## config.mk

```make
export PLATFORM = sky130hd
export DESIGN_NAME = lifo_stack_with_reverse
export DESIGN_NICKNAME = d
export VERILOG_FILES = /design/src/design/lsr_pkg.sv /design/src/design/lifo_stack_with_reverse.sv /design/src/design/lsr_ram.sv /design/src/design/lsr_front.sv /design/src/design/lsr_queue.sv /design/src/design/lsr_back.sv
export SDC_FILE = /design/constraint.sdc
export NUM_CORES = 2
export LEC_CHECK = 0
export ABC_AREA = 1
export BUFFER_PORTS_ARGS = -buffer_cell sky130_fd_sc_hd__buf_2
export CAP_MARGIN = 10
export CORE_MARGIN = 3
export CORE_UTILIZATION = 44
export CTS_BUF_LIST = sky130_fd_sc_hd__clkbuf_8
export DETAILED_ROUTE_END_ITERATION = 10
export MAX_ROUTING_LAYER = met4
export PLACE_DENSITY_LB_ADDON = 0.12
export SLEW_MARGIN = 20
export SYNTH_ARGS = -nofsm -noshare
export SYNTH_HDL_FRONTEND = slang
export SYNTH_HIERARCHICAL = 1
export SYNTH_SLANG_ARGS = --single-unit
```

## constraint.sdc

```tcl
create_clock -name clk_i -period 14.27 [get_ports clk_i]
set_clock_uncertainty 0.1 [all_clocks]
set_input_delay 0 -clock clk_i [delete_from_list [all_inputs] [get_ports clk_i]]
set_output_delay 0 -clock clk_i [all_outputs]
set_load 0.005 [all_outputs]
```

## src/design/lsr_pkg.sv

```systemverilog
`timescale 1ns / 1ps

package lsr_pkg;

  localparam int DEPTH = 64;
  localparam int WORD_W = 32;
  localparam int SLOT_W = $clog2(DEPTH);
  localparam int CNT_W = $clog2(DEPTH + 1);
  localparam int SUM_W = SLOT_W + 1;
  localparam int QUEUE_DEPTH = 2;
  localparam int QPTR_W = (QUEUE_DEPTH > 1) ? $clog2(QUEUE_DEPTH) : 1;
  localparam int QCNT_W = $clog2(QUEUE_DEPTH + 1);

  localparam logic signed [WORD_W-1:0] NEG_ONE = -32'sd1;

  typedef enum logic [2:0] {
    OP_PUSH    = 3'd0,
    OP_POP     = 3'd1,
    OP_PEEK    = 3'd2,
    OP_REVERSE = 3'd3,
    OP_DUMP    = 3'd4
  } op_e;

  typedef enum logic [1:0] {
    ST_OK       = 2'd0,
    ST_EMPTY    = 2'd1,
    ST_OVERFLOW = 2'd2
  } status_e;

  typedef enum logic {
    BK_IDLE,
    BK_READ
  } back_state_e;

  typedef struct packed {
    logic [2:0]               operation;
    logic signed [WORD_W-1:0] push_value;
  } cmd_t;

  typedef struct packed {
    logic signed [WORD_W-1:0] result_value;
    status_e                  status;
    logic                     last;
  } res_t;

  typedef struct packed {
    op_e                      op;
    logic signed [WORD_W-1:0] value;
  } q_item_t;

  // Moves a slot index by span steps around the ring; span is below DEPTH.
  function automatic logic [SLOT_W-1:0] step_dist(input logic [SLOT_W-1:0] slot,
                                                  input logic [CNT_W-1:0] span,
                                                  input logic fwd);
    logic [SUM_W-1:0] s;
    logic [SUM_W-1:0] d;
    logic [SUM_W-1:0] r;
    s = SUM_W'(slot);
    d = SUM_W'(span);
    if (fwd) begin
      r = s + d;
      if (r >= SUM_W'(DEPTH)) begin
        r = r - SUM_W'(DEPTH);
      end
    end else if (s >= d) begin
      r = s - d;
    end else begin
      r = s + SUM_W'(DEPTH) - d;
    end
    return r[SLOT_W-1:0];
  endfunction

  function automatic logic [SLOT_W-1:0] step_one(input logic [SLOT_W-1:0] slot,
                                                 input logic fwd);
    return step_dist(slot, CNT_W'(1), fwd);
  endfunction

endpackage

```

## src/design/lifo_stack_with_reverse.sv

```systemverilog
`timescale 1ns / 1ps

// Channel   Ports                     Transfer
// command   start_i, busy_o, cmd_i    start_i high while busy_o is low
// result    res_valid_o, res_o        res_valid_o high for a single cycle per result
//
// Push, pop and reverse pass through the command queue and then the registered result stage.
// Peek also passes through the registered RAM read before the registered result stage.
// Dump gives one result per cycle after the registered RAM read, top entry first.
// The command queue holds two items; busy_o rises only when it is full.
// Reset empties the stack and the queue; the result side never stalls.
module lifo_stack_with_reverse import lsr_pkg::*; (
  input  logic clk_i,
  input  logic rst_ni,
  input  logic start_i,
  output logic busy_o,
  input  cmd_t cmd_i,
  output logic res_valid_o,
  output res_t res_o
);

  logic    q_full, q_empty, q_wr, q_rd;
  q_item_t q_wr_item, q_rd_item;

  lsr_front u_front (
    .start_i (start_i),
    .cmd_i   (cmd_i),
    .q_full_i(q_full),
    .busy_o  (busy_o),
    .q_wr_o  (q_wr),
    .q_item_o(q_wr_item)
  );

  lsr_queue u_queue (
    .clk_i    (clk_i),
    .rst_ni   (rst_ni),
    .wr_i     (q_wr),
    .wr_item_i(q_wr_item),
    .full_o   (q_full),
    .rd_i     (q_rd),
    .rd_item_o(q_rd_item),
    .empty_o  (q_empty)
  );

  lsr_back u_back (
    .clk_i      (clk_i),
    .rst_ni     (rst_ni),
    .q_empty_i  (q_empty),
    .q_item_i   (q_rd_item),
    .q_rd_o     (q_rd),
    .res_valid_o(res_valid_o),
    .res_o      (res_o)
  );

endmodule

```

## src/design/lsr_ram.sv

```systemverilog
`timescale 1ns / 1ps

module lsr_ram #(
  parameter int WIDTH = 32,
  parameter int DEPTH = 64
) (
  input  logic                     clk_i,
  input  logic                     we_i,
  input  logic [$clog2(DEPTH)-1:0] waddr_i,
  input  logic [WIDTH-1:0]         wdata_i,
  input  logic                     re_i,
  input  logic [$clog2(DEPTH)-1:0] raddr_i,
  output logic [WIDTH-1:0]         rdata_o
);

  logic [WIDTH-1:0] mem [DEPTH];
  logic [WIDTH-1:0] rdata_q;

  always_ff @(posedge clk_i) begin
    if (we_i) begin
      mem[waddr_i] <= wdata_i;
    end
    if (re_i) begin
      rdata_q <= mem[raddr_i];
    end
  end

  assign rdata_o = rdata_q;

endmodule

```

## src/design/lsr_front.sv

```systemverilog
`timescale 1ns / 1ps

module lsr_front import lsr_pkg::*; (
  input  logic    start_i,
  input  cmd_t    cmd_i,
  input  logic    q_full_i,
  output logic    busy_o,
  output logic    q_wr_o,
  output q_item_t q_item_o
);

  logic accept;

  assign busy_o = q_full_i;
  assign accept = start_i && !q_full_i;

  // Unknown operation codes are taken and dropped here.
  always_comb begin
    q_wr_o         = 1'b0;
    q_item_o.op    = OP_PUSH;
    q_item_o.value = cmd_i.push_value;
    case (cmd_i.operation)
      OP_PUSH, OP_POP, OP_PEEK, OP_REVERSE, OP_DUMP: begin
        q_wr_o      = accept;
        q_item_o.op = op_e'(cmd_i.operation);
      end
      default: begin
        q_wr_o = 1'b0;
      end
    endcase
  end

endmodule

```

## src/design/lsr_queue.sv

```systemverilog
`timescale 1ns / 1ps

module lsr_queue import lsr_pkg::*; (
  input  logic    clk_i,
  input  logic    rst_ni,
  input  logic    wr_i,
  input  q_item_t wr_item_i,
  output logic    full_o,
  input  logic    rd_i,
  output q_item_t rd_item_o,
  output logic    empty_o
);

  q_item_t             slots_q [QUEUE_DEPTH];
  logic [QPTR_W-1:0]   wptr_q, wptr_d;
  logic [QPTR_W-1:0]   rptr_q, rptr_d;
  logic [QCNT_W-1:0]   fill_q, fill_d;
  logic                do_wr, do_rd;

  assign full_o    = (fill_q == QCNT_W'(QUEUE_DEPTH));
  assign empty_o   = (fill_q == '0);
  assign do_wr     = wr_i && !full_o;
  assign do_rd     = rd_i && !empty_o;
  assign rd_item_o = slots_q[rptr_q];

  always_comb begin
    wptr_d = wptr_q;
    rptr_d = rptr_q;
    fill_d = fill_q;
    if (do_wr) begin
      wptr_d = (wptr_q == QPTR_W'(QUEUE_DEPTH - 1)) ? '0 : wptr_q + 1'b1;
    end
    if (do_rd) begin
      rptr_d = (rptr_q == QPTR_W'(QUEUE_DEPTH - 1)) ? '0 : rptr_q + 1'b1;
    end
    if (do_wr && !do_rd) begin
      fill_d = fill_q + 1'b1;
    end else if (do_rd && !do_wr) begin
      fill_d = fill_q - 1'b1;
    end
  end

  always_ff @(posedge clk_i or negedge rst_ni) begin
    if (!rst_ni) begin
      wptr_q <= '0;
      rptr_q <= '0;
      fill_q <= '0;
    end else begin
      wptr_q <= wptr_d;
      rptr_q <= rptr_d;
      fill_q <= fill_d;
    end
  end

  always_ff @(posedge clk_i) begin
    if (do_wr) begin
      slots_q[wptr_q] <= wr_item_i;
    end
  end

endmodule

```

## src/design/lsr_back.sv

```systemverilog
`timescale 1ns / 1ps

module lsr_back import lsr_pkg::*; (
  input  logic    clk_i,
  input  logic    rst_ni,
  input  logic    q_empty_i,
  input  q_item_t q_item_i,
  output logic    q_rd_o,
  output logic    res_valid_o,
  output res_t    res_o
);

  back_state_e       state_q, state_d;
  logic [SLOT_W-1:0] top_q, top_d;
  logic [CNT_W-1:0]  count_q, count_d;
  logic              up_q, up_d;
  logic [SLOT_W-1:0] slot_q, slot_d;
  logic [CNT_W-1:0]  left_q, left_d;
  logic              valid_q, valid_d;
  res_t              res_q, res_d;

  logic              ram_we, ram_re;
  logic [SLOT_W-1:0] ram_waddr, ram_raddr;
  logic [WORD_W-1:0] ram_rdata;
  logic              is_empty;

  assign is_empty = (count_q == '0);

  lsr_ram #(
    .WIDTH(WORD_W),
    .DEPTH(DEPTH)
  ) u_ram (
    .clk_i  (clk_i),
    .we_i   (ram_we),
    .waddr_i(ram_waddr),
    .wdata_i(q_item_i.value),
    .re_i   (ram_re),
    .raddr_i(ram_raddr),
    .rdata_o(ram_rdata)
  );

  always_comb begin
    state_d   = state_q;
    top_d     = top_q;
    count_d   = count_q;
    up_d      = up_q;
    slot_d    = slot_q;
    left_d    = left_q;
    valid_d   = 1'b0;
    res_d     = '{result_value: '0, status: ST_OK, last: 1'b1};
    q_rd_o    = 1'b0;
    ram_we    = 1'b0;
    ram_re    = 1'b0;
    ram_waddr = top_q;
    ram_raddr = top_q;
    case (state_q)
      BK_IDLE: begin
        if (!q_empty_i) begin
          q_rd_o = 1'b1;
          case (q_item_i.op)
            OP_PUSH: begin
              valid_d = 1'b1;
              if (count_q == CNT_W'(DEPTH)) begin
                res_d.status = ST_OVERFLOW;
              end else begin
                if (!is_empty) begin
                  top_d = step_one(top_q, up_q);
                end
                ram_we    = 1'b1;
                ram_waddr = top_d;
                count_d   = count_q + 1'b1;
              end
            end
            OP_POP: begin
              valid_d = 1'b1;
              if (is_empty) begin
                res_d.result_value = NEG_ONE;
                res_d.status       = ST_EMPTY;
              end else begin
                if (count_q > CNT_W'(1)) begin
                  top_d = step_one(top_q, !up_q);
                end
                count_d = count_q - 1'b1;
              end
            end
            OP_PEEK, OP_DUMP: begin
              if (is_empty) begin
                valid_d            = 1'b1;
                res_d.result_value = NEG_ONE;
                res_d.status       = ST_EMPTY;
              end else begin
                ram_re  = 1'b1;
                slot_d  = step_one(top_q, !up_q);
                left_d  = (q_item_i.op == OP_DUMP) ? count_q - 1'b1 : '0;
                state_d = BK_READ;
              end
            end
            OP_REVERSE: begin
              valid_d = 1'b1;
              if (count_q >= CNT_W'(2)) begin
                top_d = step_dist(top_q, count_q - 1'b1, !up_q);
                up_d  = !up_q;
              end
            end
            default: begin
              valid_d = 1'b0;
            end
          endcase
        end
      end
      BK_READ: begin
        valid_d            = 1'b1;
        res_d.result_value = ram_rdata;
        res_d.last         = (left_q == '0);
        if (left_q != '0) begin
          ram_re    = 1'b1;
          ram_raddr = slot_q;
          slot_d    = step_one(slot_q, !up_q);
          left_d    = left_q - 1'b1;
        end else begin
          state_d = BK_IDLE;
        end
      end
      default: begin
        state_d = BK_IDLE;
      end
    endcase
  end

  always_ff @(posedge clk_i or negedge rst_ni) begin
    if (!rst_ni) begin
      state_q <= BK_IDLE;
      top_q   <= '0;
      count_q <= '0;
      up_q    <= 1'b1;
      slot_q  <= '0;
      left_q  <= '0;
      valid_q <= 1'b0;
    end else begin
      state_q <= state_d;
      top_q   <= top_d;
      count_q <= count_d;
      up_q    <= up_d;
      slot_q  <= slot_d;
      left_q  <= left_d;
      valid_q <= valid_d;
    end
  end

  always_ff @(posedge clk_i) begin
    res_q <= res_d;
  end

  assign res_valid_o = valid_q;
  assign res_o       = res_q;

endmodule
```

; Word-level counts from Yosys, hierarchy flattened
; Memories as Yosys holds them, arrays and structs flattened. A register that Yosys moved wholly into a read port is not among the register bits.
; Index checks and enable logic that the tools add are counted.
[word_totals]
reg_bits = 68
mem_bits_rw = 2118
elab_cells = 158
n_memories = 2
[classes]
n_addsub = 21
magnitude_cmp = 8
eq_ne = 18
muxes = 66
bitwise_logic = 2
n_reduce_logical = 28
[memory_table]
columns = name, words, width, read_ports, rd_ports_with_merged_regs, write_ports, line_no
row1 = u_back.u_ram.mem, 64, 32, 1, 1, 1, lsr_ram.sv:16  ; logic [WIDTH-1:0] mem [DEPTH];
row2 = u_queue.slots_q, 2, 35, 1, 0, 1, lsr_queue.sv:14  ; q_item_t slots_q [QUEUE_DEPTH];
[op_table]
columns = op, count
row1 = 6-bit two-way mux, 24
row2 = 34-bit two-way mux, 2
row3 = 32-bit case mux with 2 select lines, 1
row4 = 7-bit two-way mux, 7
row5 = 6-bit by 1-bit subtractor with 6-bit output (second input constant), 7
row6 = 32-bit two-way mux, 1
row7 = 7-bit case mux with 2 select lines, 2
row8 = 7-bit greater-or-equal comparator (second input constant), 3
row9 = 1-bit two-way mux, 19
row10 = 6-bit case mux with 3 select lines, 1
row11 = 6-bit by 1-bit adder with 7-bit output (second input constant), 2
row12 = 7-bit zero test, 2
row13 = 7-bit by 1-bit subtractor with 7-bit output (second input constant), 2
row14 = 6-bit by 1-bit adder with 6-bit output (second input constant), 2
row15 = 3-bit by 2-bit == test with 1-bit output (second input constant), 4
row16 = 6-bit by 1-bit greater-or-equal comparator with 1-bit output (second input constant), 2
row17 = 2-bit != test (second input constant), 6
row18 = 6-bit case mux with 2 select lines, 1
row19 = 6-bit subtractor, 2
row20 = 4-bit AND reduction, 2
row21 = 6-bit by 7-bit adder with 7-bit output, 1
row22 = 7-bit by 1-bit adder with 7-bit output (second input constant), 1
row23 = 7-bit == test (second input constant), 1
row24 = 6-bit by 7-bit greater-or-equal comparator with 1-bit output, 1
row25 = other kinds (26), 47

; Logic depth before layout (Yosys ltp)
[logic_depth]
depth_word = 9
depth_mapped = 20
depth_no_buf = 16

; Hierarchy
; The synthesis kept the hierarchy.
[by_module_without_submodules]
columns = mod, instances, cells_each, area_per_inst_um2
row1 = lsr_ram, 1, 6785, 83106.0
row2 = lsr_back, 1, 515, 3723.6
row3 = lsr_queue, 1, 214, 2780.2
row4 = lsr_front, 1, 44, 295.3

; Least setup slack after synthesis
; Ideal clock, no wire load.
[synth_path]
path_type = reg-to-reg
from = register u_queue.rptr_q
to = memory u_back.u_ram.mem[55][0], enable pin
setup_ps = 461
arrival_time_ps = 4393
slack_ps = 9316
stages_incl_launch_ff = 16
path_buffers = 2
synth_period_minus_slack_ps = 4954
cell_sequence = dfrtp_1 buf_4 buf_4 nand2_1 nand2_1 nor2_1 inv_1 nor3_1 inv_1 nor2_4 nand2_1 o21ai_0 inv_1 nor3_1 inv_1 nor3_1
[synth_rtl]
columns = element, line_no
row1 = "start, declared", lsr_queue.sv:16  ; logic [QPTR_W-1:0] rptr_q, rptr_d;
row2 = "start signal, assigned", lsr_queue.sv:50  ; rptr_q <= rptr_d;
row3 = "end, declared", lsr_ram.sv:16

; Final worst setup path
[layout_path]
from = register u_back.left_q[0]
to = register u_back.u_ram.rdata_q[14], in the netlist u_back/u_ram/rdata_o[14], read port of u_back.u_ram.mem (data pin)
[layout_between]
elab_chain_cells = 3
elab_cells_between_ends = 5
classes_between = mux: 4 / reduce/logical: 1
[layout_lines]
columns = element, line_no
row1 = "start, declared", lsr_back.sv:18  ; logic [CNT_W-1:0] left_q, left_d;
row2 = "start signal, assigned", lsr_back.sv:145  ; left_q <= left_d;
row3 = 7-bit nonzero test, lsr_back.sv:115  ; if (left_q != '0) begin
row4 = 6-bit two-way mux, lsr_back.sv:115
row5 = 6-bit two-way mux, lsr_back.sv:56  ; case (state_q)
row6 = named net u_back.ram_raddr[0], lsr_back.sv:23  ; logic [SLOT_W-1:0] ram_waddr, ram_raddr;
row7 = "end, declared", lsr_ram.sv:17  ; logic [WIDTH-1:0] rdata_q;
; The timed path passes the listed nets, and every way through them passes these cells.
; A chain may end at the register's enable or synchronous reset.

==> impl_metrics.json <==
{
  "design.core.area_um2": 203000,
  "synth_top_family_by_area": "simple AND/OR/NAND/NOR gates",
  "crit_type": "register to register",
  "dr.pass1.iters": 6,
  "cts_max_level": 5,
  "synth_flop_cell": "edfxtp_1",
  "period_needed_ps": 6970,
  "min_path_type": "input port to register",
  "synth_mux_area_share_pct": 0,
  "antenna_found_initial": 10,
  "grt_pass1_wl_mm": 399,
  "multi_input_area_um2": 21500,
  "first_global_vias": 57695,
  "fmax_mhz": 144,
  "leakage_nw": 36.3,
  "cts_resized": 0,
  "p_int_mw": 13.6,
  "seq_power_share_pct": 33.4,
  "drc": 0,
  "stdcell_area_um2": 100000,
  "clockBufferDepth": 4,
  "root_buffer": "clkbuf_8",
  "overflow": 0,
  "comb_power_share_pct": 46.5,
  "setup-violations-final": 0,
  "tightest_slew_ps": 1190,
  "maxSlewHeadroom_pct": 20.5,
  "hold_violations": 0,
  "fp.dieW_um": 458,
  "period_share_pct": 48.8,
  "place_congestion": 0.844,
  "synth_xor_area_share_pct": 0.205,
  "cts_tree": "done",
  "cp_max_fo": 161,
  "swShare_pct": 46.2,
  "rsz0062_at_grt": "no",
  "synth_edf_count": 2150,
  "synth_top_area_cell": "edfxtp_1",
  "portBuffers": 74,
  "synth_cell_types": 45,
  "peakVddDrop_v": 0.000292,
  "async_reset_ff_share_pct": 1.49,
  "path_clk_slew_ps": 60,
  "finalSetupTns_ps": 0,
  "ys_top_cells_by_area": "edfxtp_1 (72%), nand3_1 (11%), nand2_1 (11%)",
  "place_area_um2": 92900,
  "start_util_pct": 44.3,
  "netlist_instances": 7558,
  "setup_slack_ps": 7300,
  "synthSimpleGateAreaFrac_pct": 22.1,
  "dr_total_vias": 60058,
  "via_per_inst": 5.62,
  "ioPinCount": 75,
  "seq_area_frac_synth_pct": 73.5,
  "dieArea_um2": 210000,
  "power.density_nw_per_um2": 253,
  "syn_nets": 7613,
  "antenna_left": 0,
  "drv_slew": 0,
  "nNetsFinal": 7798,
  "dpl.cell_count": 9952,
  "fin_util_pct": 49.5,
  "avgRoutedWirePerCell_um": 25.8,
  "cts_setup_buffers": 0,
  "status": "complete, no violations",
  "holdWs_ps": 120,
  "wl_mm": 276,
  "syn_area_per_cell_um2": 11.9,
  "net-switching-power_mw": 11.7,
  "power.share.clock_pct": 20.1,
  "stdcell_count": 10683,
  "clock_latency_ps": 1070,
  "cp.required_ps": 15070,
  "total_power_mw": 25.3,
  "synth_compound_gate_area_share_pct": 0.601,
  "grt_max_degree": 240,
  "die_h_um": 458,
  "crit_path_end_kind": "register",
  "rows": 165,
  "place_hpwl_mm": 135,
  "grt_usage_pct": 26.7,
  "cp.arrival_ps": 7770,
  "clkSinkCount": 2218,
  "cts_buffers": 377,
  "startpoint_type": "register",
  "fillerInstances": 18004,
  "yosysTopAreaCellShare_pct": 71.8,
  "seq_area_um2": 66100,
  "synthAdderAreaFrac_pct": 0.245,
  "ys_warn_count": 6,
  "dp_slack_ps": 7470,
  "drv_cap": 0,
  "drive_above_1_share_pct": 9.96,
  "syn-cell-area_um2": 89900,
  "synth-seq-cells": 2218,
  "area_growth_pct": 11.5,
  "drt_iter0_drc": 6884
}
[synthesized netlist by cell type (32+ instances only)]
cell,instances
buf_4,81
nand2_1,2529
clkbuf_1,91
o21ai_0,33
inv_1,77
nor2_1,100
buf_2,259
dfrtp_1,32
buf_1,57
dfxtp_1,35
edfxtp_1,2150
nand3_1,1937
[routing by layer]
metal  GRT usage (%)  vias up  part of all wire (%)
li1                -    27090                     -
met1            37.4    29866                    43
met2            39.6     2641                    45
met3            4.88      461                   8.7
met4            8.61        0                   3.2
met5               -        -                     0
[what timing repair did]
item | in CTS | in global routing
hold buffers | 82 | 0
endpoints found under the hold margin | 176 | 0
setup endpoints to repair | 0 | 0
[path summary, 6_finish.rpt]
check                                          from                       end  slack (ps)  cells past startpoint
max                                u_back/left_q[0]  u_back/u_ram/rdata_o[14]        7300                     18
max reg2reg                        u_back/left_q[0]  u_back/u_ram/rdata_o[14]        7300                     18
max in group asynchronous                    rst_ni               u_back/up_q       13300                      5
min in group asynchronous                    rst_ni          u_back/slot_q[1]         500                      5
min reg2reg                u_back/u_ram/rdata_o[12]          u_back/res_o[15]         390                      2
min                                       cmd_i[14]    u_queue/slots_q[0][14]         120                      3
[critical path, cell delays in order (launching register included)]
cell     delay, ps
dfrtp_1        380
inv_1          100
ha_1           250
nand3_1        140
o21ai_2        720
o21ai_0        390
inv_8          520
buf_12         550
buf_4          740
buf_4          870
buf_4          760
nand2_1        120
nand3_1        130
nand3_1         90
nand3_1        110
nand3_1        160
nand2_1        120
nand2_1         60
nand2_1         90
[cells by family after synthesis]
family / after synthesis
AND/OR/NAND/NOR: 4615
flip-flops: 2218
buffers and inverters: 592
AO/OA/AOI/OAI: 95
XOR/XNOR: 21
adder cells (fa/ha/maj): 17
[flip-flops by register name, summed over array words and instances (netlist names), 2 cells and up]
signal                flops
u_back/count_q            7
u_back/u_ram/rdata_o     32
u_back/left_q             7
u_back/u_ram/mem       2048
u_back/slot_q             6
u_queue/fill_q            2
u_queue/slots_q          70
u_back/res_o             35
u_back/top_q              6
[power groups by stage]
stage,Clock (mW),Combinational (mW),Sequential [mW]
6_report,5.09,11.8,8.47
2_1_floorplan,0,7.34,8.54
3_5_place_dp,0,11.6,8.60
4_1_cts,5.20,11.7,8.46
5_1_grt,5.49,12.8,8.48
3_3_place_gp,0,11.6,8.59
[final cells by class]
| type | count | share of cell area (%) |
|---|---|---|
| clock inverters | 247 | 1.08 |
| diodes | 6 | 0.0150 |
| clock buffers | 394 | 5.41 |
| well taps | 2672 | 3.33 |
| multi-input cells | 4748 | 21.4 |
| repair buffers | 312 | 2.49 |
| inverters | 86 | 0.368 |
| flip-flops and latches | 2218 | 65.9 |
[layout by cell type, fill, tap and decap left out, drive strengths merged, types with 16 or more instances in the layout]
cell type / synthesis / routed
nand2: 2532 / 2532
nor2: 112 / 112
buf: 415 / 231
clkinv: 0 / 110
dfxtp: 35 / 35
nor3: 20 / 20
dfrtp: 32 / 32
inv: 86 / 216
xor2: 18 / 18
nand3: 1939 / 1939
a21oi: 18 / 18
ha: 16 / 16
dlygate4sd3: 0 / 81
clkbuf: 91 / 394
edfxtp: 2150 / 2150
o21ai: 51 / 51
No activity file was read; power rests on OpenSTA's default activity.
